--- src/rtl/glt_pkg.sv ---
// Package for the G-code line tokenizer: kinds, modes, character constants,
// event-group struct and character class functions. No dependencies.
package glt_pkg;

    localparam int LETTERS_W = 26;
    localparam logic [LETTERS_W-1:0] ALLOWED_RESET = 26'd59686881;
    localparam int QUEUE_DEPTH = 4;

    typedef enum logic [1:0] {
        K_BEGIN = 2'd0,
        K_ARG   = 2'd1,
        K_END   = 2'd2,
        K_LINE  = 2'd3
    } t_kind;

    typedef enum logic [1:0] {
        CM_NONE  = 2'd0,
        CM_PAREN = 2'd1,
        CM_REST  = 2'd2
    } t_cmode;

    typedef enum logic [2:0] {
        LX_IDLE      = 3'd0,
        LX_PEND_LET  = 3'd1,
        LX_PEND_STAR = 3'd2,
        LX_PEND_DOL  = 3'd3,
        LX_IN_LET    = 3'd4,
        LX_IN_STAR   = 3'd5,
        LX_IN_DOL    = 3'd6,
        LX_IN_REST   = 3'd7
    } t_lex;

    localparam logic [7:0] CH_DOLLAR  = 8'h24;
    localparam logic [7:0] CH_STAR    = 8'h2A;
    localparam logic [7:0] CH_PERCENT = 8'h25;
    localparam logic [7:0] CH_BRACE   = 8'h7B;
    localparam logic [7:0] CH_SEMI    = 8'h3B;
    localparam logic [7:0] CH_LPAREN  = 8'h28;
    localparam logic [7:0] CH_RPAREN  = 8'h29;
    localparam logic [7:0] CH_HASH    = 8'h23;
    localparam logic [7:0] CH_N       = 8'h4E;
    localparam logic [7:0] CH_A       = 8'h41;

    // Up to three events per word: count plus per-slot kind and tag.
    typedef struct packed {
        logic [1:0] cnt;
        logic [2:0][1:0] kind;
        logic [2:0][7:0] tag;
        logic [7:0] data;
        logic inval;
    } t_evgrp;

    function automatic logic is_digit(input logic [7:0] c);
        return c inside {[8'h30:8'h39]};
    endfunction

    function automatic logic is_alpha(input logic [7:0] c);
        return c inside {[8'h41:8'h5A], [8'h61:8'h7A]};
    endfunction

    function automatic logic is_num(input logic [7:0] c);
        return is_digit(c) || c inside {8'h2B, 8'h2D, 8'h2E};
    endfunction

    function automatic logic is_alnum_hash(input logic [7:0] c);
        return is_alpha(c) || is_digit(c) || c == CH_HASH;
    endfunction

    function automatic logic is_space(input logic [7:0] c);
        return c == 8'h20 || c inside {[8'h09:8'h0D]};
    endfunction

endpackage

--- src/rtl/glt_front.sv ---
// Front end: accepts words, strips comments and blanks, runs the lexer and
// produces one event group per word. Depends on glt_pkg.
module glt_front import glt_pkg::*; (
    input  logic                 i_clk,
    input  logic                 i_rst_n,
    input  logic                 i_cfg_we,
    input  logic [LETTERS_W-1:0] i_cfg_data,
    input  logic                 i_fire,
    input  logic [7:0]           i_byte,
    input  logic                 i_eol,
    output t_evgrp               o_grp
);

    logic [LETTERS_W-1:0] r_allowed;
    t_cmode r_cm, n_cm;
    t_lex   r_lx, n_lx;
    logic [7:0] r_tag, n_tag;
    logic r_sup, n_sup, r_inv, n_inv;
    t_evgrp g;

    always_ff @(posedge i_clk) begin
        if (!i_rst_n) begin
            r_allowed <= ALLOWED_RESET;
            r_cm <= CM_NONE;
            r_lx <= LX_IDLE;
            r_tag <= '0;
            r_sup <= 1'b0;
            r_inv <= 1'b0;
        end else begin
            if (i_cfg_we) r_allowed <= i_cfg_data;
            if (i_fire) begin
                r_cm <= n_cm;
                r_lx <= n_lx;
                r_tag <= n_tag;
                r_sup <= n_sup;
                r_inv <= n_inv;
            end
        end
    end

    always_comb begin
        logic [7:0] c;
        logic [7:0] up;
        logic do_start, em_begin, em_arg, em_end;
        logic [4:0] k;
        c = i_byte;
        up = (c >= 8'h61) ? c - 8'd32 : c;
        n_cm = r_cm;
        n_lx = r_lx;
        n_tag = r_tag;
        n_sup = r_sup;
        n_inv = r_inv;
        do_start = 1'b0;
        em_begin = 1'b0;
        em_arg = 1'b0;
        em_end = 1'b0;
        k = 5'(r_tag - CH_A);
        g = '0;
        if (i_eol) begin
            if (r_lx inside {LX_IN_LET, LX_IN_STAR, LX_IN_DOL, LX_IN_REST}) em_end = 1'b1;
            else if (r_lx inside {LX_PEND_LET, LX_PEND_STAR, LX_PEND_DOL}) n_inv = 1'b1;
        end else if (r_cm == CM_PAREN) begin
            if (c == CH_RPAREN) n_cm = CM_NONE;
        end else if (r_cm == CM_REST) begin
            n_cm = CM_REST;
        end else if (c == CH_SEMI) begin
            n_cm = CM_REST;
        end else if (c == CH_LPAREN) begin
            n_cm = CM_PAREN;
        end else if (!is_space(c)) begin
            case (r_lx)
                LX_PEND_LET: begin
                    if (is_num(c)) begin
                        if (r_tag == CH_N) n_sup = 1'b1;
                        else if (!r_allowed[k]) n_inv = 1'b1;
                        em_begin = 1'b1;
                        em_arg = 1'b1;
                        n_lx = LX_IN_LET;
                    end else begin
                        n_inv = 1'b1;
                        do_start = 1'b1;
                    end
                end
                LX_PEND_STAR: begin
                    if (is_digit(c)) begin
                        em_begin = 1'b1;
                        em_arg = 1'b1;
                        n_lx = LX_IN_STAR;
                    end else begin
                        n_inv = 1'b1;
                        do_start = 1'b1;
                    end
                end
                LX_PEND_DOL: begin
                    if (c == CH_DOLLAR) begin
                        em_begin = 1'b1;
                        em_arg = 1'b1;
                        em_end = 1'b1;
                        n_lx = LX_IDLE;
                    end else if (is_alnum_hash(c)) begin
                        em_begin = 1'b1;
                        em_arg = 1'b1;
                        n_lx = LX_IN_DOL;
                    end else begin
                        n_inv = 1'b1;
                        do_start = 1'b1;
                    end
                end
                LX_IN_LET: begin
                    if (is_num(c)) em_arg = 1'b1;
                    else begin em_end = 1'b1; do_start = 1'b1; end
                end
                LX_IN_STAR: begin
                    if (is_digit(c)) em_arg = 1'b1;
                    else begin em_end = 1'b1; do_start = 1'b1; end
                end
                LX_IN_DOL: begin
                    if (is_alnum_hash(c)) em_arg = 1'b1;
                    else begin em_end = 1'b1; do_start = 1'b1; end
                end
                LX_IN_REST: em_arg = 1'b1;
                default: do_start = 1'b1;
            endcase
        end

        // Token end precedes any new token start; emitted under the old tag.
        if (em_end && !(em_begin || em_arg)) begin
            if (!r_sup) begin
                g.kind[0] = K_END;
                g.cnt = 2'd1;
            end
            g.tag[0] = r_tag;
        end else if (em_begin || em_arg) begin
            g.tag = {3{r_tag}};
            g.data = c;
            if (!n_sup) begin
                if (em_begin) begin
                    g.kind[0] = K_BEGIN;
                    g.kind[1] = K_ARG;
                    g.kind[2] = K_END;
                    g.cnt = em_end ? 2'd3 : 2'd2;
                end else begin
                    g.kind[0] = K_ARG;
                    g.cnt = 2'd1;
                end
            end
        end
        if (em_end) begin
            n_sup = 1'b0;
            n_lx = LX_IDLE;
        end

        if (do_start) begin
            n_sup = 1'b0;
            if (c == CH_PERCENT || c == CH_BRACE) begin
                n_tag = c;
                n_lx = LX_IN_REST;
                g.tag[g.cnt] = c;
                g.kind[g.cnt] = K_BEGIN;
                g.cnt = g.cnt + 2'd1;
            end else if (c == CH_DOLLAR) begin
                n_tag = CH_DOLLAR;
                n_lx = LX_PEND_DOL;
            end else if (is_alpha(c)) begin
                n_tag = up;
                n_lx = LX_PEND_LET;
            end else if (c == CH_STAR) begin
                n_tag = CH_STAR;
                n_lx = LX_PEND_STAR;
            end else begin
                n_inv = 1'b1;
                n_lx = LX_IDLE;
            end
        end

        if (i_eol) begin
            g.kind[g.cnt] = K_LINE;
            g.inval = n_inv;
            g.cnt = g.cnt + 2'd1;
            n_cm = CM_NONE;
            n_lx = LX_IDLE;
            n_tag = '0;
            n_sup = 1'b0;
            n_inv = 1'b0;
        end
    end

    assign o_grp = g;

endmodule

--- src/rtl/glt_queue.sv ---
// Event-group queue between the front end and the back end.
// Depends on glt_pkg.
module glt_queue import glt_pkg::*; #(
    parameter int DEPTH = QUEUE_DEPTH
) (
    input  logic   i_clk,
    input  logic   i_rst_n,
    input  logic   i_push,
    input  t_evgrp i_data,
    output logic   o_full,
    input  logic   i_pop,
    output logic   o_empty,
    output t_evgrp o_data
);

    localparam int AW = (DEPTH > 1) ? $clog2(DEPTH) : 1;

    t_evgrp r_mem [DEPTH];
    logic [AW-1:0] r_wp, r_rp;
    logic [AW:0] r_cnt;

    always_ff @(posedge i_clk) begin
        if (i_push) r_mem[r_wp] <= i_data;
    end

    always_ff @(posedge i_clk) begin
        if (!i_rst_n) begin
            r_wp <= '0;
            r_rp <= '0;
            r_cnt <= '0;
        end else begin
            if (i_push) r_wp <= (r_wp == AW'(DEPTH - 1)) ? '0 : r_wp + AW'(1);
            if (i_pop) r_rp <= (r_rp == AW'(DEPTH - 1)) ? '0 : r_rp + AW'(1);
            r_cnt <= r_cnt + (AW+1)'(i_push) - (AW+1)'(i_pop);
        end
    end

    assign o_data = r_mem[r_rp];
    assign o_full = (r_cnt == (AW+1)'(DEPTH));
    assign o_empty = (r_cnt == '0);

    a_no_overflow: assert property (@(posedge i_clk) disable iff (!i_rst_n)
        o_full |-> !i_push) else $error("queue overflow");
    a_no_underflow: assert property (@(posedge i_clk) disable iff (!i_rst_n)
        o_empty |-> !i_pop) else $error("queue underflow");
    a_cnt_range: assert property (@(posedge i_clk) disable iff (!i_rst_n)
        r_cnt <= (AW+1)'(DEPTH)) else $error("queue count out of range");

endmodule

--- src/rtl/glt_back.sv ---
// Back end: walks each event group one event per cycle, whenever the output
// register is empty or being accepted, into that register. Depends on glt_pkg.
module glt_back import glt_pkg::*; (
    input  logic       i_clk,
    input  logic       i_rst_n,
    input  logic       i_empty,
    input  t_evgrp     i_grp,
    output logic       o_pop,
    output logic       o_valid,
    input  logic       i_ready,
    output logic [1:0] o_kind,
    output logic [7:0] o_tag,
    output logic [7:0] o_data_byte,
    output logic       o_line_invalid,
    output logic       o_last
);

    logic [1:0] r_idx;
    logic r_valid;
    logic [1:0] r_kind;
    logic [7:0] r_tag, r_data;
    logic r_inv, r_last;
    logic load, have;
    logic [1:0] kd;

    assign have = !i_empty && (i_grp.cnt != 2'd0);
    assign load = (!r_valid || i_ready) && !i_empty;
    assign kd = i_grp.kind[r_idx];
    assign o_pop = load && (r_idx + 2'd1 >= i_grp.cnt || i_grp.cnt == 2'd0);

    always_ff @(posedge i_clk) begin
        if (!i_rst_n) begin
            r_valid <= 1'b0;
            r_idx <= '0;
        end else begin
            if (load && have) begin
                r_valid <= 1'b1;
                r_idx <= o_pop ? 2'd0 : r_idx + 2'd1;
            end else if (i_ready) begin
                r_valid <= 1'b0;
            end
        end
    end

    always_ff @(posedge i_clk) begin
        if (load && have) begin
            r_kind <= kd;
            r_tag <= (kd == K_LINE) ? 8'd0 : i_grp.tag[r_idx];
            r_data <= (kd == K_ARG) ? i_grp.data : 8'd0;
            r_inv <= (kd == K_LINE) ? i_grp.inval : 1'b0;
            r_last <= o_pop;
        end
    end

    assign o_valid = r_valid;
    assign o_kind = r_kind;
    assign o_tag = r_tag;
    assign o_data_byte = r_data;
    assign o_line_invalid = r_inv;
    assign o_last = r_last;

    a_hold: assert property (@(posedge i_clk) disable iff (!i_rst_n)
        r_valid && !i_ready |=> r_valid && $stable(r_kind)) else $error("output dropped");
    a_inv_line: assert property (@(posedge i_clk) disable iff (!i_rst_n)
        r_valid && r_inv |-> r_kind == K_LINE && r_last) else $error("bad line flag");

endmodule

--- src/rtl/gcode_line_tokenizer_core.sv ---
// G-code line tokenizer top level: front end, event queue and back end.
// Depends on glt_pkg, glt_front, glt_queue, glt_back.
// Accepts one byte word per cycle while the event queue has room; each word
// yields zero to three output words, which the back end delivers at one per
// cycle while the receiver is ready, so the sustained rate is one byte per
// cycle for bytes that give at most one event, and less for bytes with more.
module gcode_line_tokenizer_core import glt_pkg::*; #(
    parameter int DEPTH = QUEUE_DEPTH
) (
    input  logic                 i_clk,
    input  logic                 i_rst_n,
    input  logic                 i_cfg_we,
    input  logic [LETTERS_W-1:0] i_cfg_data,
    input  logic                 i_valid,
    output logic                 o_ready,
    input  logic [7:0]           i_byte_in,
    input  logic                 i_end_line,
    output logic                 o_valid,
    input  logic                 i_ready,
    output logic [1:0]           o_kind,
    output logic [7:0]           o_tag,
    output logic [7:0]           o_data_byte,
    output logic                 o_line_invalid,
    output logic                 o_last
);

    t_evgrp grp_in, grp_out;
    logic full, empty, pop, fire;

    assign o_ready = !full;
    assign fire = i_valid && !full;

    glt_front u_front (
        .i_clk(i_clk), .i_rst_n(i_rst_n), .i_cfg_we(i_cfg_we), .i_cfg_data(i_cfg_data),
        .i_fire(fire), .i_byte(i_byte_in), .i_eol(i_end_line), .o_grp(grp_in)
    );

    glt_queue #(.DEPTH(DEPTH)) u_queue (
        .i_clk(i_clk), .i_rst_n(i_rst_n), .i_push(fire), .i_data(grp_in),
        .o_full(full), .i_pop(pop), .o_empty(empty), .o_data(grp_out)
    );

    glt_back u_back (
        .i_clk(i_clk), .i_rst_n(i_rst_n), .i_empty(empty), .i_grp(grp_out),
        .o_pop(pop), .o_valid(o_valid), .i_ready(i_ready), .o_kind(o_kind),
        .o_tag(o_tag), .o_data_byte(o_data_byte), .o_line_invalid(o_line_invalid),
        .o_last(o_last)
    );

endmodule

--- config.mk ---
export PLATFORM = sky130hd
export DESIGN_NAME = gcode_line_tokenizer_core
export DESIGN_NICKNAME = d
export VERILOG_FILES = /design/src/rtl/glt_pkg.sv /design/src/rtl/glt_front.sv /design/src/rtl/glt_queue.sv /design/src/rtl/glt_back.sv /design/src/rtl/gcode_line_tokenizer_core.sv
export SDC_FILE = /design/constraint.sdc
export NUM_CORES = 1
export LEC_CHECK = 0
export BUFFER_PORTS_ARGS = -buffer_cell sky130_fd_sc_hd__buf_2
export CORE_UTILIZATION = 55
export CTS_CLUSTER_DIAMETER = 50
export DETAILED_ROUTE_END_ITERATION = 16
export PLACE_DENSITY_LB_ADDON = 0.3
export SYNTH_ARGS = -nofsm -noshare
export SYNTH_HDL_FRONTEND = slang
export SYNTH_SLANG_ARGS = --single-unit
--- constraint.sdc ---
create_clock -name i_clk -period 3.7 [get_ports i_clk]
set_clock_uncertainty 0.15 [all_clocks]
set_input_delay 0.185 -clock i_clk [delete_from_list [all_inputs] [get_ports i_clk]]
set_output_delay 0.185 -clock i_clk [all_outputs]
set_load 0.005 [all_outputs]
### Word level (Yosys, flattened, before mapping)

Memories as Yosys holds them, arrays and structs flattened. A register that Yosys moved wholly into a read port is not among the register bits.
Cells that the tools add are included.

| operators by class | value |
|---|---|
| magnitude comparators | 15 |
| $add $sub $neg | 9 |
| equality and inequality tests | 36 |
| reductions and logical operators | 41 |
| multiplexer cells | 141 |
| bitwise logic cells | 3 |

Operator list:

| cell | number |
|---|---|
| $mux W8 | 13 |
| $eq A8 B6 Y1 const B | 11 |
| $mux W1 | 75 |
| $mux W32 | 2 |
| $mux W3 | 15 |
| $mux W40 | 1 |
| $mux W2 | 19 |
| $bwmux W24 | 1 |
| $ne A4 B4 Y1 const B | 5 |
| $bmux W8 S2 | 1 |
| $demux W8 S2 | 1 |
| $eq A8 B7 Y1 const B | 2 |
| $ge A8 B7 Y1 const B | 2 |
| $le A8 B7 Y1 const B | 2 |
| $mux W16 | 1 |
| $eq A3 B3 Y1 const B | 5 |
| $logic_and A1 B1 Y1 | 12 |
| $add A2 B1 Y2 const B | 5 |
| $ne A5 B5 Y1 const B | 2 |
| $pmux W1 S5 | 2 |
| $reduce_and A10 Y1 | 1 |
| $reduce_bool A5 Y1 | 2 |
| $lt A2 B3 Y1 const B | 3 |
| $pmux W3 S3 | 1 |
| other kinds (36) | 61 |

| word-level totals | value |
|---|---|
| bits in registers | 71 |
| memories | 1 |
| input port bits | 40 |
| logic and storage cells | 262 |
| memory bits (writable) | 164 |
| output and inout port bits | 22 |

Memory list:

| name | depth | bits a word | read ports | clocked after Yosys merged registers in | wr ports | RTL line | RTL |
|---|---|---|---|---|---|---|---|
| u_queue.r_mem | 4 | 41 | 1 | 1 | 1 | glt_queue.sv:18 | `t_evgrp r_mem [DEPTH];` |

### Longest topological paths before layout

Gate-level depths: netlist of the first run.

| depth | value |
|---|---|
| word-level depth | 32 |
| depth in mapped cells | 17 |
| mapped depth without buffers | 16 |

### By module

Synthesis of the first run repeated with hierarchy kept, for this count alone.

| unflattened totals | value |
|---|---|
| cell total of the unflattened synthesis | 759 |
| area total of the unflattened synthesis | 10,817.9 um^2 |

Modules (own cells, without submodules):

| module | cells an instance | area an instance (um^2) | instances | sequential area each (um^2) |
|---|---|---|---|---|
| glt_queue | 258 | 6,418.7 | 1 | 5,104.9 |
| glt_front | 404 | 3,271.9 | 1 | 820.8 |
| glt_back | 95 | 1,117.3 | 1 | 660.6 |
| gcode_line_tokenizer_core | 2 | 10.0 | 1 | 0.0 |

### Least setup slack after synthesis of the first run

Ideal clock, no wire load.

| timing | value |
|---|---|
| path type | reg2reg |
| start | register (tool-made name) |
| end | register u_queue.r_cnt[2] |
| slack | -278 ps |
| clock period less this slack | 3,978 ps |
| required time | 3,435 ps |
| stages on the path, launching flop included | 17 |
| arrival time | 3,713 ps |
| path through | dfxtp_1 -> clkbuf_1 -> clkbuf_1 -> mux4_2 -> inv_1 -> ha_1 -> a21o_1 -> o21ai_0 -> inv_1 -> ha_1 -> inv_1 -> ha_1 -> inv_1 -> fa_1 -> xnor2_1 -> xnor2_1 -> and2_1 |

RTL lines:

| element | RTL line | RTL |
|---|---|---|
| to (signal assigned) | glt_queue.sv:34 | `r_cnt <= r_cnt + (AW+1)'(i_push) - (AW+1)'(i_pop);` |
| to (decl) | glt_queue.sv:20 | `logic [AW:0] r_cnt;` |

==> flow_summary.html, run 1 <==
<table>
<tr><th>Metric</th><th>Value</th></tr>
<tr><th colspan="2">Run status</th></tr>
<tr><td>Result of the run</td><td>complete, no violations</td></tr>
<tr><th colspan="2">Pwr</th></tr>
<tr><td>Worst IR Drop VDD</td><td>0.4144 mV</td></tr>
<tr><td>Switching share of power</td><td>27.00%</td></tr>
<tr><td>Internal</td><td>5.590 mW</td></tr>
<tr><td>Part of the power in registers</td><td>44.8%</td></tr>
<tr><td>Combinational fraction of design power</td><td>22.6%</td></tr>
<tr><td>P_sw</td><td>2.068 mW</td></tr>
<tr><td>Leakage power</td><td>4.917 nW</td></tr>
<tr><td>Clock share of power</td><td>32.5%</td></tr>
<tr><td>Ratio of total power to cell area</td><td>590.8 mW/mm2</td></tr>
<tr><th colspan="2">STA</th></tr>
<tr><td>Fin Hold WS</td><td>0.04881 ns</td></tr>
<tr><td>Share of the clock period used by the worst path</td><td>95.02%</td></tr>
<tr><td>Maximum achievable frequency</td><td>284.4 MHz</td></tr>
<tr><td>Relative slew slack</td><td>45.31%</td></tr>
<tr><td>Hold Vio Cnt, Final</td><td>0</td></tr>
<tr><td>Max-slew violation count</td><td>0</td></tr>
<tr><td>Final setup violating endpoints</td><td>0</td></tr>
<tr><td>Worst Tran Pin Value</td><td>0.8194 ns</td></tr>
<tr><td>Final worst path period need</td><td>3.516 ns</td></tr>
<tr><th colspan="2">Clock tree</th></tr>
<tr><td>Setup repair bufs after CTS</td><td>0</td></tr>
<tr><td>Number of clock sinks</td><td>237</td></tr>
<tr><td>Clock tree from TritonCTS</td><td>built</td></tr>
<tr><td>Clock latency on the worst-skew pair</td><td>0.53 ns</td></tr>
<tr><td>Num CTS Buffers</td><td>26</td></tr>
<tr><td>Clock Path Buffers</td><td>3</td></tr>
<tr><td>Clock transition time at the flip-flop clock pins of the worst setup and hold paths</td><td>0.06 ns</td></tr>
<tr><td>Clock root buffer</td><td>sky130_fd_sc_hd__clkbuf_16</td></tr>
<tr><td>Clock H-tree levels</td><td>1</td></tr>
<tr><th colspan="2">Worst setup path</th></tr>
<tr><td>Critical Path Fanout Max</td><td>4</td></tr>
<tr><td>Kind of end point of the critical path</td><td>register</td></tr>
<tr><td>List of cells traversed by the critical path</td><td>mux4_2 -&gt; ha_1 -&gt; nand2b_1 -&gt; a21o_1 -&gt; o21ai_2 -&gt; inv_1 -&gt; ha_1 -&gt; inv_1 -&gt; ha_1 -&gt; inv_1 -&gt; fa_1 -&gt; xnor2_1 -&gt; xnor2_1 -&gt; and2_1</td></tr>
<tr><td>Launching element type of the critical path</td><td>register</td></tr>
<tr><td>Required time of the worst setup path</td><td>3.98 ns</td></tr>
<tr><td>Peak per-stage delay on the critical path</td><td>0.55 ns</td></tr>
<tr><td>Crit path max-delay cell type</td><td>sky130_fd_sc_hd__mux4_2</td></tr>
<tr><td>Signal arrival time at the worst endpoint</td><td>3.79 ns</td></tr>
<tr><td>Flop-to-flop setup slack</td><td>0.18 ns</td></tr>
<tr><td>Category of the most critical setup path</td><td>reg -&gt; reg</td></tr>
<tr><td>Terminus of the critical flop-to-flop path</td><td>u_queue.r_cnt[2]</td></tr>
<tr><td>Reg2reg path depth</td><td>14</td></tr>
<tr><td>Capturing instance or port of the critical path</td><td>u_queue.r_cnt[2]</td></tr>
<tr><th colspan="2">Die</th></tr>
<tr><td>Die H</td><td>142.2 um</td></tr>
<tr><td>Number of placed I/O pins</td><td>62</td></tr>
<tr><td>Cell Rows</td><td>50</td></tr>
<tr><td>Full die area</td><td>0.02022 mm2</td></tr>
<tr><td>Placeable Area</td><td>0.01896 mm2</td></tr>
<tr><td>Starting utilization of the core area</td><td>57.03%</td></tr>
<tr><td>Horiz. Die Dim</td><td>142.2 um</td></tr>
<tr><th colspan="2">Flow run</th></tr>
<tr><td>Number of maximum-capacitance constraint violations</td><td>0</td></tr>
<tr><th colspan="2">Logic synthesis</th></tr>
<tr><td>Dominant register cell in the synthesized netlist</td><td>sky130_fd_sc_hd__edfxtp_1</td></tr>
<tr><td>Count of flip-flops with a built-in enable after synthesis</td><td>184</td></tr>
<tr><td>Area share of the leading cell type in the synthesized netlist</td><td>51.11%</td></tr>
<tr><td>Synthesized area per cell</td><td>13.88 um2</td></tr>
<tr><td>Cell area after synthesis</td><td>0.01081 mm2</td></tr>
<tr><td>Cell type contributing the most total cell area after synthesis</td><td>sky130_fd_sc_hd__edfxtp_1</td></tr>
<tr><td>Number of instances in the synthesized netlist</td><td>779</td></tr>
<tr><td>Net count of the mapped netlist</td><td>841</td></tr>
<tr><td>Sequential fraction of the synthesis area</td><td>60.93%</td></tr>
<tr><td>Post-synthesis cell type count</td><td>71</td></tr>
<tr><td>FFs w/ async S/R, synth</td><td>0%</td></tr>
<tr><td>Yosys warns</td><td>0</td></tr>
<tr><td>#FFs+latches synth</td><td>237</td></tr>
<tr><td>Biggest area contributors in the synthesized netlist</td><td>sky130_fd_sc_hd__edfxtp_1, sky130_fd_sc_hd__dfxtp_1, sky130_fd_sc_hd__mux4_2</td></tr>
<tr><th colspan="2">Route</th></tr>
<tr><td>Count of vias placed by the detailed router</td><td>6985</td></tr>
<tr><td>Average wire per cell in the routed design</td><td>20.11 um</td></tr>
<tr><td>Remaining number of nets flagged by the antenna check after routing</td><td>0</td></tr>
<tr><td>Number of iterations in the first detailed-routing pass</td><td>5</td></tr>
<tr><td>Wire length after detailed routing</td><td>24.06 mm</td></tr>
<tr><td>Final routed DRC violation total</td><td>0</td></tr>
<tr><td>Average via count per standard cell</td><td>5.840</td></tr>
<tr><td>Drt first-iter violations</td><td>501</td></tr>
<tr><th colspan="2">Finish</th></tr>
<tr><td>Most common cell after layout, fill and taps aside</td><td>sky130_fd_sc_hd__edfxtp_1</td></tr>
<tr><td>Fillers</td><td>1327</td></tr>
<tr><td>Commonest cells after routing, fill and taps aside</td><td>sky130_fd_sc_hd__edfxtp_1, sky130_fd_sc_hd__nand2_1, sky130_fd_sc_hd__buf_4</td></tr>
<tr><td>Area taken by multi-input logic gates</td><td>0.004010 mm2</td></tr>
<tr><td>Sequential cell area in the final layout</td><td>0.006588 mm2</td></tr>
<tr><td>Layout Area Growth over Synthesis</td><td>19.91%</td></tr>
<tr><td>Final-stage net count</td><td>978</td></tr>
<tr><td>ANT cells</td><td>0</td></tr>
<tr><td>Layout Cell Area excl Fill</td><td>0.01296 mm2</td></tr>
<tr><td>Layout cell share with drive strength beyond 1</td><td>26.18%</td></tr>
<tr><th colspan="2">Place</th></tr>
<tr><td>Cell area after placement</td><td>0.01181 mm2</td></tr>
<tr><td>Weighted congestion reported at the end of routability-driven placement</td><td>0.8889</td></tr>
<tr><td>Half-perimeter wire length after detailed placement</td><td>16.03 mm</td></tr>
<tr><td>Port Buffer Count</td><td>61</td></tr>
<tr><th colspan="2">GRT</th></tr>
<tr><td>First-pass GRT wire length</td><td>38.29 mm</td></tr>
<tr><td>GRT Util Overall</td><td>24.83%</td></tr>
<tr><td>Largest net degree at the start of global routing</td><td>54</td></tr>
<tr><td>Via count of the first global-routing pass</td><td>7220</td></tr>
<tr><td>Global-route congestion overflow total</td><td>0</td></tr>
<tr><td>Initial antenna violation count</td><td>0</td></tr>
<tr><th colspan="2">Worst hold path</th></tr>
<tr><td>Min-delay worst type</td><td>in -&gt; reg</td></tr>
</table>
[registers in the layout, indices dropped and copies added (netlist names), 2 cells and up, named ones only]
register            count
u_queue.r_mem         164
u_front.r_allowed      26
u_back.o_data_byte      8
u_back.o_tag            8
u_front.r_tag           8
u_front.r_lx            3
u_queue.r_cnt           3
u_back.o_kind           2
u_back.r_idx            2
u_front.r_cm            2
u_queue.r_rp            2
u_queue.r_wp            2
[cell usage after synthesis, types with 4 or more instances]
cell / number
sky130_fd_sc_hd__edfxtp_1: 184
sky130_fd_sc_hd__nand2_1: 82
sky130_fd_sc_hd__dfxtp_1: 53
sky130_fd_sc_hd__mux2i_1: 52
sky130_fd_sc_hd__mux4_2: 47
sky130_fd_sc_hd__inv_1: 33
sky130_fd_sc_hd__clkbuf_1: 31
sky130_fd_sc_hd__and2_1: 24
sky130_fd_sc_hd__nor2_1: 24
sky130_fd_sc_hd__nor2b_1: 24
sky130_fd_sc_hd__ha_1: 21
sky130_fd_sc_hd__nor3_1: 18
sky130_fd_sc_hd__a21oi_1: 11
sky130_fd_sc_hd__o21ai_0: 11
sky130_fd_sc_hd__a21o_1: 10
sky130_fd_sc_hd__o22ai_1: 10
sky130_fd_sc_hd__nand3_1: 9
sky130_fd_sc_hd__a21boi_0: 8
sky130_fd_sc_hd__buf_1: 8
sky130_fd_sc_hd__or3_1: 8
sky130_fd_sc_hd__and3_1: 7
sky130_fd_sc_hd__xnor2_1: 7
sky130_fd_sc_hd__nand2b_1: 6
sky130_fd_sc_hd__buf_2: 5
sky130_fd_sc_hd__nor4_1: 5
sky130_fd_sc_hd__a22o_1: 4
sky130_fd_sc_hd__a32o_1: 4
sky130_fd_sc_hd__nand3b_1: 4
sky130_fd_sc_hd__o211ai_1: 4
sky130_fd_sc_hd__o21a_1: 4
sky130_fd_sc_hd__o31a_1: 4
sky130_fd_sc_hd__xor2_1: 4
[what timing repair did]
item,CTS,global route
resized for setup,1,5
hold endpoints to repair,27,0
hold buffers,27,0
endpoints found under the setup margin,1,25
[how the worst min path moves through the flow]
stage | from | to | cells past startpoint
2_1_floorplan | i_cfg_data[13] | u_front.r_allowed[13] | 2
3_3_place_gp | i_cfg_data[17] | u_front.r_allowed[17] | 3
3_5_place_dp | i_cfg_data[13] | u_front.r_allowed[13] | 3
4_1_cts | i_rst_n | u_front.r_allowed[18] | 3
5_1_grt | i_byte_in[4] | u_front.r_tag[4] | 4
6_report | i_byte_in[4] | u_front.r_tag[4] | 4
[logic make-up (layout without fill, tap and decap cells)]
kind of cell / Yosys count / count (layout) / share of synthesized area, %
flip-flops: 237 / 237 / 60.93
AND/OR/NAND/NOR: 231 / 231 / 11.09
AO/OA/AOI/OAI: 100 / 100 / 6.944
multiplexers: 100 / 100 / 14.71
buffers and inverters: 77 / 234 / 2.731
adder cells (fa/ha/maj): 23 / 23 / 2.708
XOR/XNOR: 11 / 11 / 0.8912
[critical path, delay by kind of cell (launching register included)]
family	cells	cell delay (ns)
adder cells (fa/ha/maj)	4	1.15
multiplexers	1	0.55
flip-flops	1	0.40
AO/OA/AOI/OAI	2	0.36
AND/OR/NAND/NOR	2	0.31
XOR/XNOR	2	0.29
buffers and inverters	3	0.21
[routing by layer]
| metal | share of wire (%) | vias to the layer above | track usage (%) | wire (um) |
|---|---|---|---|---|
| met5 | 0 | - | 0 | 0 |
| met4 | 2.7 | 0 | 7.810 | 658 |
| met3 | 5.0 | 47 | 3.668 | 1198 |
| met2 | 51 | 214 | 43.52 | 12240 |
| met1 | 41 | 3496 | 31.86 | 9960 |
| li1 | - | 3228 | - | - |
[final cells by class]
class,instances,share of cell area [%]
Clock buffer,33,5.627
Sequential cell,237,50.82
Multi-Input combinational cell,465,30.94
Inverter,33,0.9556
Tap cell,260,2.510
Timing Repair Buffer,153,8.205
Clock inverter,15,0.9460
[power by group through the flow]
stage,Clock [mW],Combinational (mW),Sequential (mW)
6_report,2.49,1.73,3.43
5_1_grt,2.63,1.90,3.47
4_1_cts,2.52,1.75,3.44
3_5_place_dp,0,1.71,3.48
3_3_place_gp,0,1.65,3.46
2_1_floorplan,0,1.16,3.46
[per-stage QoR]
stage	utilization, %	total power, mW	std cells	setup slack [ns]	TNS (ns)
2_1_floorplan	-	4.625	779	-0.06778	-0.3133
3_3_place_gp	62.30	5.104	1121	-0.07260	-0.4973
3_5_place_dp	62.30	5.189	1121	-0.1120	-0.8985
4_1_cts	68.22	7.704	1196	0.09734	0
5_1_grt	68.38	7.997	1196	-0.006045	-0.01199
6_report	68.38	7.658	1196	0.1844	0
Note: power is estimated with default switching activity, not from simulation.
==> inputs of run 2 (changes only) <==
--- a/config.mk
+++ b/config.mk
@@ -10,6 +10,7 @@
 export CTS_CLUSTER_DIAMETER = 50
 export DETAILED_ROUTE_END_ITERATION = 16
 export PLACE_DENSITY_LB_ADDON = 0.3
+export REMOVE_ABC_BUFFERS = 1
 export SYNTH_ARGS = -nofsm -noshare
 export SYNTH_HDL_FRONTEND = slang
 export SYNTH_SLANG_ARGS = --single-unit
==> run 2 against run 1 <==
  * Non-clock buffer count grew 19
  * Combinational power grew 3%
  * Largest power group unchanged
  * Critical endpoint unchanged
  * Largest cell class unchanged
  * Total power grew 1.4%
  * Register-to-register slack is essentially flat
  * Core utilization grew 0.75 points
  * Sequential share of layout area shrank 0.52 points
  * Highest routed layer unchanged
  * Design area grew 1.1%
  * Routed wire length grew 2.2%
  * Sequential power is essentially flat
==> flow_summary.html, run 2 (synthesized netlist as in run 1, its figures left out) <==
<table>
<tr><th>Metric</th><th>Value</th></tr>
<tr><th colspan="2">Worst setup path</th></tr>
<tr><td>Kind of end point of the critical path</td><td>register</td></tr>
<tr><td>Capturing instance or port of the critical path</td><td>u_queue.r_cnt[2]</td></tr>
<tr><td>Flop-to-flop setup slack</td><td>0.18 ns (about the same)</td></tr>
<tr><td>Critical Path Fanout Max</td><td>4 (unchanged)</td></tr>
<tr><td>Required time of the worst setup path</td><td>3.97 ns (about the same)</td></tr>
<tr><td>Terminus of the critical flop-to-flop path</td><td>u_queue.r_cnt[2]</td></tr>
<tr><td>Launching element type of the critical path</td><td>register</td></tr>
<tr><td>Signal arrival time at the worst endpoint</td><td>3.78 ns (about the same)</td></tr>
<tr><td>Category of the most critical setup path</td><td>reg -&gt; reg</td></tr>
<tr><td>Reg2reg path depth</td><td>14 (unchanged)</td></tr>
<tr><th colspan="2">Clock tree</th></tr>
<tr><td>Clock root buffer</td><td>sky130_fd_sc_hd__clkbuf_16</td></tr>
<tr><td>Clock Path Buffers</td><td>3 (unchanged)</td></tr>
<tr><td>Clock transition time at the flip-flop clock pins of the worst setup and hold paths</td><td>0.06 ns (about the same)</td></tr>
<tr><td>Clock tree from TritonCTS</td><td>built</td></tr>
<tr><td>Num CTS Buffers</td><td>26 (unchanged)</td></tr>
<tr><td>Clock H-tree levels</td><td>1 (unchanged)</td></tr>
<tr><td>Clock latency on the worst-skew pair</td><td>0.53 ns (about the same)</td></tr>
<tr><td>Number of clock sinks</td><td>237 (unchanged)</td></tr>
<tr><th colspan="2">GRT</th></tr>
<tr><td>Largest net degree at the start of global routing</td><td>54 (unchanged)</td></tr>
<tr><td>Global-route congestion overflow total</td><td>0 (unchanged)</td></tr>
<tr><td>Initial antenna violation count</td><td>0 (unchanged)</td></tr>
<tr><td>GRT Util Overall</td><td>25.67% (+0.84 points)</td></tr>
<tr><td>First-pass GRT wire length</td><td>39.36 mm (+2.8%)</td></tr>
<tr><td>Via count of the first global-routing pass</td><td>7421 (+2.8%)</td></tr>
<tr><th colspan="2">Pwr</th></tr>
<tr><td>Post-route total power</td><td>7.764 mW (+1.4%)</td></tr>
<tr><td>Leakage power</td><td>5.016 nW (+2.0%)</td></tr>
<tr><td>Worst IR Drop VDD</td><td>0.3661 mV (-12%)</td></tr>
<tr><td>Ratio of total power to cell area</td><td>592.5 mW/mm2 (+0.29%)</td></tr>
<tr><th colspan="2">Die</th></tr>
<tr><td>Starting utilization of the core area</td><td>57.03% (unchanged)</td></tr>
<tr><td>Placeable Area</td><td>0.01896 mm2 (unchanged)</td></tr>
<tr><td>Number of placed I/O pins</td><td>62 (unchanged)</td></tr>
<tr><td>Full die area</td><td>0.02022 mm2 (unchanged)</td></tr>
<tr><td>Cell Rows</td><td>50 (unchanged)</td></tr>
<tr><td>Horiz. Die Dim</td><td>142.2 um (unchanged)</td></tr>
<tr><td>Die H</td><td>142.2 um (unchanged)</td></tr>
<tr><th colspan="2">STA</th></tr>
<tr><td>Hold Vio Cnt, Final</td><td>0 (unchanged)</td></tr>
<tr><td>Relative slew slack</td><td>40.98% (-4.3 points)</td></tr>
<tr><td>Maximum achievable frequency</td><td>284.4 MHz (about the same)</td></tr>
<tr><td>Worst Tran Pin Value</td><td>0.8843 ns (+0.06488 ns)</td></tr>
<tr><td>Final worst path period need</td><td>3.516 ns (+0.0001590 ns)</td></tr>
<tr><td>Share of the clock period used by the worst path</td><td>95.02% (about the same)</td></tr>
<tr><td>Final setup violating endpoints</td><td>0 (unchanged)</td></tr>
<tr><td>Max-slew violation count</td><td>0 (unchanged)</td></tr>
<tr><th colspan="2">Route</th></tr>
<tr><td>Final routed DRC violation total</td><td>0 (unchanged)</td></tr>
<tr><td>Average via count per standard cell</td><td>5.844 (about the same)</td></tr>
<tr><td>Number of iterations in the first detailed-routing pass</td><td>5 (unchanged)</td></tr>
<tr><td>Wire length after detailed routing</td><td>24.60 mm (+2.2%)</td></tr>
<tr><td>Count of vias placed by the detailed router</td><td>7100 (+1.6%)</td></tr>
<tr><td>Drt first-iter violations</td><td>510 (+1.8%)</td></tr>
<tr><td>Average wire per cell in the routed design</td><td>20.24 um (+0.65%)</td></tr>
<tr><td>Remaining number of nets flagged by the antenna check after routing</td><td>0 (unchanged)</td></tr>
<tr><th colspan="2">Finish</th></tr>
<tr><td>Largest register by flop count</td><td>u_queue.r_mem</td></tr>
<tr><td>Commonest cells after routing, fill and taps aside</td><td>sky130_fd_sc_hd__edfxtp_1, sky130_fd_sc_hd__nand2_1, sky130_fd_sc_hd__buf_4</td></tr>
<tr><td>Fillers</td><td>1290 (-2.8%)</td></tr>
<tr><td>Layout cell share with drive strength beyond 1</td><td>27.02% (+0.84 points)</td></tr>
<tr><td>Sequential cell area in the final layout</td><td>0.006591 mm2 (about the same)</td></tr>
<tr><td>Most common cell after layout, fill and taps aside</td><td>sky130_fd_sc_hd__edfxtp_1</td></tr>
<tr><td>ANT cells</td><td>0 (unchanged)</td></tr>
<tr><td>Flip-flop count of the largest register, all copies and words added</td><td>164 (unchanged)</td></tr>
<tr><td>Area taken by multi-input logic gates</td><td>0.003984 mm2 (-0.66%)</td></tr>
<tr><td>Layout Area Growth over Synthesis</td><td>21.22%</td></tr>
<tr><td>Layout Cell Area excl Fill</td><td>0.01310 mm2 (+1.1%)</td></tr>
<tr><td>Largest registers</td><td>u_queue.r_mem x164, u_front.r_allowed x26</td></tr>
<tr><td>Final-stage net count</td><td>997 (+1.9%)</td></tr>
<tr><th colspan="2">Place</th></tr>
<tr><td>Cell area after placement</td><td>0.01188 mm2 (+0.62%)</td></tr>
<tr><td>Weighted congestion reported at the end of routability-driven placement</td><td>0.8866 (-0.26%)</td></tr>
<tr><td>Port Buffer Count</td><td>61 (unchanged)</td></tr>
<tr><td>Half-perimeter wire length after detailed placement</td><td>16.26 mm (+1.4%)</td></tr>
<tr><th colspan="2">Run status</th></tr>
<tr><td>Result of the run</td><td>complete, no violations</td></tr>
<tr><th colspan="2">Worst hold path</th></tr>
<tr><td>Origin of the worst min-delay path</td><td>i_byte_in[0]</td></tr>
<tr><td>Min-delay worst type</td><td>in -&gt; reg</td></tr>
<tr><th colspan="2">Flow run</th></tr>
<tr><td>Number of maximum-capacitance constraint violations</td><td>0 (unchanged)</td></tr>
</table>
run 2: cell count changes in the layout (fill, tap and decap cells not counted), sizes merged:
cell | previous run | this run
buf | 126 | 143
bufinv | 1 | 3
clkbuf | 33 | 28
clkinv | 13 | 12
clkinvlp | 1 | 2
dlygate4sd3 | 27 | 29
inv | 33 | 36
run 2: critical path: stages, from the launching register on:
cell	delay, ns
sky130_fd_sc_hd__dfxtp_4	0.37
sky130_fd_sc_hd__mux4_2	0.53
sky130_fd_sc_hd__ha_1	0.31
sky130_fd_sc_hd__nand2b_1	0.14
sky130_fd_sc_hd__a21o_1	0.21
sky130_fd_sc_hd__o21ai_2	0.18
sky130_fd_sc_hd__inv_1	0.10
sky130_fd_sc_hd__ha_1	0.29
sky130_fd_sc_hd__inv_1	0.06
sky130_fd_sc_hd__ha_1	0.13
sky130_fd_sc_hd__inv_1	0.05
sky130_fd_sc_hd__fa_1	0.43
sky130_fd_sc_hd__xnor2_2	0.17
sky130_fd_sc_hd__xnor2_2	0.14
sky130_fd_sc_hd__and2_1	0.16
run 2: final cells by class:
| type | count | share of cell area (%) |
|---|---|---|
| flip-flops and latches | 237 | 50.30 |
| well taps | 260 | 2.483 |
| clock buffers | 28 | 5.022 |
| repair buffers | 172 | 9.338 |
| multi-input cells | 465 | 30.40 |
| inverters | 33 | 0.9453 |
| clock inverters | 20 | 1.509 |
run 2: where the power goes:
group          leakage [nW]  switching (mW)  internal, mW
sequential             2.16           0.120          3.30
clock                 0.421            1.05          1.51
combinational          2.44           0.929         0.850
total                  5.02            2.10          5.66
run 2: metal layers:
layer	vias to the layer above	track usage [%]	wire (um)
li1	3260	-	-
met1	3558	33.99	10340
met2	250	44.69	12400
met3	32	3.398	1490
met4	0	6.791	371
met5	-	0	0
run 2: worst min-delay path by stage:
stage,slack [ns],cells after the start,to
final,0.01,4,u_front.r_tag[0]
after global routing,0.02,4,u_front.r_tag[0]
after CTS,0.005,4,u_front.r_tag[0]
after detailed placement,0.25,3,u_front.r_allowed[15]
after global placement,0.25,3,u_front.r_allowed[13]
after floorplan,0.1,1,u_front.r_allowed[0]
run 2: what timing repair did:
action,in CTS,in global routing
cloned,0,0
gates resized for setup,1,9
hold endpoints to repair,29,0
hold buffers,29,0
pin swaps,0,4
buffers inserted,0,3
endpoints found under the setup margin,1,29
run 2: per-stage QoR:
stage | TNS (ns) | util (%) | worst slack [ns] | cells | hold slack [ns]
after CTS | 0 | 68.73 | 0.08192 | 1212 | 0.004552
after global placement | -2.028 | 62.69 | -0.1918 | 1135 | 0.2496
after floorplan | -6.541 | - | -1.318 | 735 | 0.09694
after detailed placement | -4.108 | 62.69 | -0.2665 | 1135 | 0.2539
after global routing | -0.05877 | 69.13 | -0.01962 | 1215 | 0.01544
final | 0 | 69.13 | 0.1843 | 1215 | 0.01482
==> inputs of run 3 (changes only) <==
--- a/config.mk
+++ b/config.mk
@@ -9,6 +9,7 @@
 export CORE_UTILIZATION = 55
 export CTS_CLUSTER_DIAMETER = 50
 export DETAILED_ROUTE_END_ITERATION = 16
+export HOLD_SLACK_MARGIN = 0.05
 export PLACE_DENSITY_LB_ADDON = 0.3
 export REMOVE_ABC_BUFFERS = 1
 export SYNTH_ARGS = -nofsm -noshare
==> run 3 against run 2 <==
  * Register-to-register slack is essentially flat
  * Clock power hardly changed
  * Largest cell class unchanged
  * Routed wire length grew 0.55%
  * Via count up 0.27%
  * Combinational power barely moved
  * Core utilization increased by 0.11 points
  * Worst hold slack improved by 0.067 ns
  * Worst setup slack barely moved
==> flow_summary.html, run 3 (synthesized netlist as in run 1, its figures left out) <==
<table>
<tr><th>Metric</th><th>Value</th></tr>
<tr><th colspan="2">Run status</th></tr>
<tr><td>Result of the run</td><td>complete, no violations</td></tr>
<tr><th colspan="2">Worst setup path</th></tr>
<tr><td>Signal arrival time at the worst endpoint</td><td>3.63 ns (-0.15 ns)</td></tr>
<tr><td>Category of the most critical setup path</td><td>in -&gt; reg</td></tr>
<tr><td>Crit path max-delay cell type</td><td>sky130_fd_sc_hd__o311ai_0</td></tr>
<tr><td>Kind of end point of the critical path</td><td>register</td></tr>
<tr><td>Buffers plus inverters on the worst setup path</td><td>4 (+1)</td></tr>
<tr><td>List of cells traversed by the critical path</td><td>buf_2 -&gt; buf_4 -&gt; nor3_1 -&gt; a311oi_1 -&gt; a22oi_1 -&gt; nand2_1 -&gt; o311ai_0 -&gt; nand2_1 -&gt; a21oi_2 -&gt; inv_1 -&gt; ha_1 -&gt; a21oi_1 -&gt; inv_1 -&gt; ha_1 -&gt; and2_1 -&gt; a211o_1</td></tr>
<tr><td>Cell family contributing the most delay on the critical path</td><td>compound AO/OA/AOI/OAI gates</td></tr>
<tr><td>Peak per-stage delay on the critical path</td><td>0.47 ns (-0.06 ns)</td></tr>
<tr><td>Required time of the worst setup path</td><td>3.81 ns (-0.16 ns)</td></tr>
<tr><td>Critical Path Fanout Max</td><td>11 (+7)</td></tr>
<tr><td>Launching element type of the critical path</td><td>primary input</td></tr>
<tr><th colspan="2">Pwr</th></tr>
<tr><td>Worst IR Drop VDD</td><td>0.3679 mV (+0.50%)</td></tr>
<tr><td>Part of the power in registers</td><td>44.1% (about the same)</td></tr>
<tr><td>Combinational fraction of design power</td><td>22.9% (about the same)</td></tr>
<tr><td>P_sw</td><td>2.104 mW (about the same)</td></tr>
<tr><td>Switching share of power</td><td>27.09% (about the same)</td></tr>
<tr><td>Post-route total power</td><td>7.768 mW (about the same)</td></tr>
<tr><td>Ratio of total power to cell area</td><td>591.9 mW/mm2 (-0.10%)</td></tr>
<tr><td>Clock share of power</td><td>33.0% (about the same)</td></tr>
<tr><td>Leakage power</td><td>5.023 nW (+0.14%)</td></tr>
<tr><td>Internal</td><td>5.664 mW (about the same)</td></tr>
<tr><th colspan="2">Die</th></tr>
<tr><td>Number of placed I/O pins</td><td>62 (unchanged)</td></tr>
<tr><td>Horiz. Die Dim</td><td>142.2 um (unchanged)</td></tr>
<tr><td>Full die area</td><td>0.02022 mm2 (unchanged)</td></tr>
<tr><td>Placeable Area</td><td>0.01896 mm2 (unchanged)</td></tr>
<tr><td>Die H</td><td>142.2 um (unchanged)</td></tr>
<tr><td>Cell Rows</td><td>50 (unchanged)</td></tr>
<tr><td>Starting utilization of the core area</td><td>57.03% (unchanged)</td></tr>
<tr><th colspan="2">Clock tree</th></tr>
<tr><td>Clock H-tree levels</td><td>1 (unchanged)</td></tr>
<tr><td>Clock latency on the worst-skew pair</td><td>0.53 ns (about the same)</td></tr>
<tr><td>Num CTS Buffers</td><td>26 (unchanged)</td></tr>
<tr><td>Number of clock sinks</td><td>237 (unchanged)</td></tr>
<tr><td>Clock transition time at the flip-flop clock pins of the worst setup and hold paths</td><td>0.06 ns (about the same)</td></tr>
<tr><td>Clock tree from TritonCTS</td><td>built</td></tr>
<tr><td>Clock root buffer</td><td>sky130_fd_sc_hd__clkbuf_16</td></tr>
<tr><td>Clock Path Buffers</td><td>3 (unchanged)</td></tr>
<tr><th colspan="2">Place</th></tr>
<tr><td>Weighted congestion reported at the end of routability-driven placement</td><td>0.8866 (unchanged)</td></tr>
<tr><td>Port Buffer Count</td><td>61 (unchanged)</td></tr>
<tr><td>Placed Instances</td><td>1135 (unchanged)</td></tr>
<tr><td>Half-perimeter wire length after detailed placement</td><td>16.26 mm (unchanged)</td></tr>
<tr><th colspan="2">STA</th></tr>
<tr><td>Hold Vio Cnt, Final</td><td>0 (unchanged)</td></tr>
<tr><td>Worst Tran Pin Value</td><td>0.8888 ns (+0.004482 ns)</td></tr>
<tr><td>Final worst path period need</td><td>3.515 ns (-0.0002640 ns)</td></tr>
<tr><td>Final setup violating endpoints</td><td>0 (unchanged)</td></tr>
<tr><td>Relative slew slack</td><td>40.68% (-0.30 points)</td></tr>
<tr><td>Setup Total Neg Slack</td><td>0 ns (unchanged)</td></tr>
<tr><td>Share of the clock period used by the worst path</td><td>95.01% (about the same)</td></tr>
<tr><td>Max-slew violation count</td><td>0 (unchanged)</td></tr>
<tr><td>Fin Hold WS</td><td>0.08140 ns (+0.06658 ns)</td></tr>
<tr><td>Maximum achievable frequency</td><td>284.5 MHz (about the same)</td></tr>
<tr><th colspan="2">Route</th></tr>
<tr><td>Average wire per cell in the routed design</td><td>20.32 um (+0.38%)</td></tr>
<tr><td>Count of vias placed by the detailed router</td><td>7119 (+0.27%)</td></tr>
<tr><td>Drt first-iter violations</td><td>459 (-10%)</td></tr>
<tr><td>Final routed DRC violation total</td><td>0 (unchanged)</td></tr>
<tr><td>Number of iterations in the first detailed-routing pass</td><td>5 (unchanged)</td></tr>
<tr><td>Wire length after detailed routing</td><td>24.73 mm (+0.55%)</td></tr>
<tr><td>Average via count per standard cell</td><td>5.850 (+0.10%)</td></tr>
<tr><td>Remaining number of nets flagged by the antenna check after routing</td><td>0 (unchanged)</td></tr>
<tr><th colspan="2">Finish</th></tr>
<tr><td>Layout cell share with drive strength beyond 1</td><td>26.96% (-0.056 points)</td></tr>
<tr><td>Fillers</td><td>1288 (-0.16%)</td></tr>
<tr><td>Layout Area Growth over Synthesis</td><td>21.40%</td></tr>
<tr><td>ANT cells</td><td>0 (unchanged)</td></tr>
<tr><td>Final-stage net count</td><td>999 (+0.20%)</td></tr>
<tr><td>Most common cell after layout, fill and taps aside</td><td>sky130_fd_sc_hd__edfxtp_1</td></tr>
<tr><td>Post-route non-filler standard cell count</td><td>1217 (+0.16%)</td></tr>
<tr><td>Commonest cells after routing, fill and taps aside</td><td>sky130_fd_sc_hd__edfxtp_1, sky130_fd_sc_hd__nand2_1, sky130_fd_sc_hd__buf_4</td></tr>
<tr><td>Flip-flop count of the largest register, all copies and words added</td><td>164 (unchanged)</td></tr>
<tr><td>Largest register by flop count</td><td>u_queue.r_mem</td></tr>
<tr><td>Largest registers</td><td>u_queue.r_mem x164, u_front.r_allowed x26</td></tr>
<tr><th colspan="2">GRT</th></tr>
<tr><td>First-pass GRT wire length</td><td>39.41 mm (+0.10%)</td></tr>
<tr><td>Global-route congestion overflow total</td><td>0 (unchanged)</td></tr>
<tr><td>Initial antenna violation count</td><td>0 (unchanged)</td></tr>
<tr><td>GRT Util Overall</td><td>25.69% (about the same)</td></tr>
<tr><td>Largest net degree at the start of global routing</td><td>54 (unchanged)</td></tr>
<tr><td>Via count of the first global-routing pass</td><td>7424 (+0.040%)</td></tr>
<tr><th colspan="2">Worst hold path</th></tr>
<tr><td>Min-delay worst type</td><td>in -&gt; reg</td></tr>
<tr><th colspan="2">Flow run</th></tr>
<tr><td>Number of maximum-capacitance constraint violations</td><td>0 (unchanged)</td></tr>
</table>
[run 3: cell count changes in the layout (fill, tap and decap cells not counted)]
| cell | change |
|---|---|
| sky130_fd_sc_hd__dlygate4sd3_1 | +2 |
[run 3: worst paths after layout]
path	end	depth (start not counted)	slack, ns	from
worst max-delay path	u_queue.r_mem[2][38]	16	0.18	i_byte_in[4]
worst min-delay path	u_front.r_tag[3]	4	0.08	i_byte_in[3]
worst max register to register	u_queue.r_cnt[2]	14	0.19	register
worst min register to register	u_front.r_allowed[5]	2	0.32	u_front.r_allowed[5]
[run 3: layout make-up]
class	count	area, um2	area share [%]
Sequential cell	237	6591	50.22
Multi-Input combinational cell	465	3984	30.36
Timing Repair Buffer	174	1244	9.477
Clock buffer	28	658.1	5.015
Tap cell	260	325.3	2.479
Clock inverter	20	197.7	1.506
Inverter	33	123.9	0.9439
[run 3: power by group through the flow]
| stage | clock, mW | sequential (mW) | combinational (mW) |
|---|---|---|---|
| 2_1_floorplan | 0 | 3.57 | 1.02 |
| 3_3_place_gp | 0 | 3.45 | 1.64 |
| 3_5_place_dp | 0 | 3.48 | 1.70 |
| 4_1_cts | 2.58 | 3.42 | 1.74 |
| 5_1_grt | 2.70 | 3.46 | 1.95 |
| 6_report | 2.56 | 3.43 | 1.78 |
[run 3: repair_timing]
| action | in CTS | in global routing |
|---|---|---|
| hold buffers | 31 | 0 |
| resized for setup | 1 | 9 |
| pin swaps | 0 | 4 |
| hold endpoints to repair | 30 | 0 |
| setup buffers | 0 | 3 |
| endpoints found under the setup margin | 1 | 29 |
[run 3: worst min-delay path, cell delays in order]
cell,delay (ns)
sky130_fd_sc_hd__buf_2,0.16
sky130_fd_sc_hd__buf_4,0.15
sky130_fd_sc_hd__a21o_1,0.11
sky130_fd_sc_hd__a32o_1,0.11
[run 3: stage by stage]
step / area (um2) / util (%) / setup WS [ns]
detailed placement: 11880 / 62.69 / -0.2665
global placement: 11880 / 62.69 / -0.1918
floorplan: 10640 / - / -1.318
finish: 13120 / 69.23 / 0.1845
global route: 13120 / 69.23 / -0.01960
CTS: 13050 / 68.84 / 0.08192
[run 3: per-layer routing]
layer  vias up  track usage, %  routed length, um
met5         -               0                  0
met4         0           6.791                384
met3        34           3.398               1456
li1       3269               -                  -
met1      3549           33.99              10440
met2       267           44.76              12450
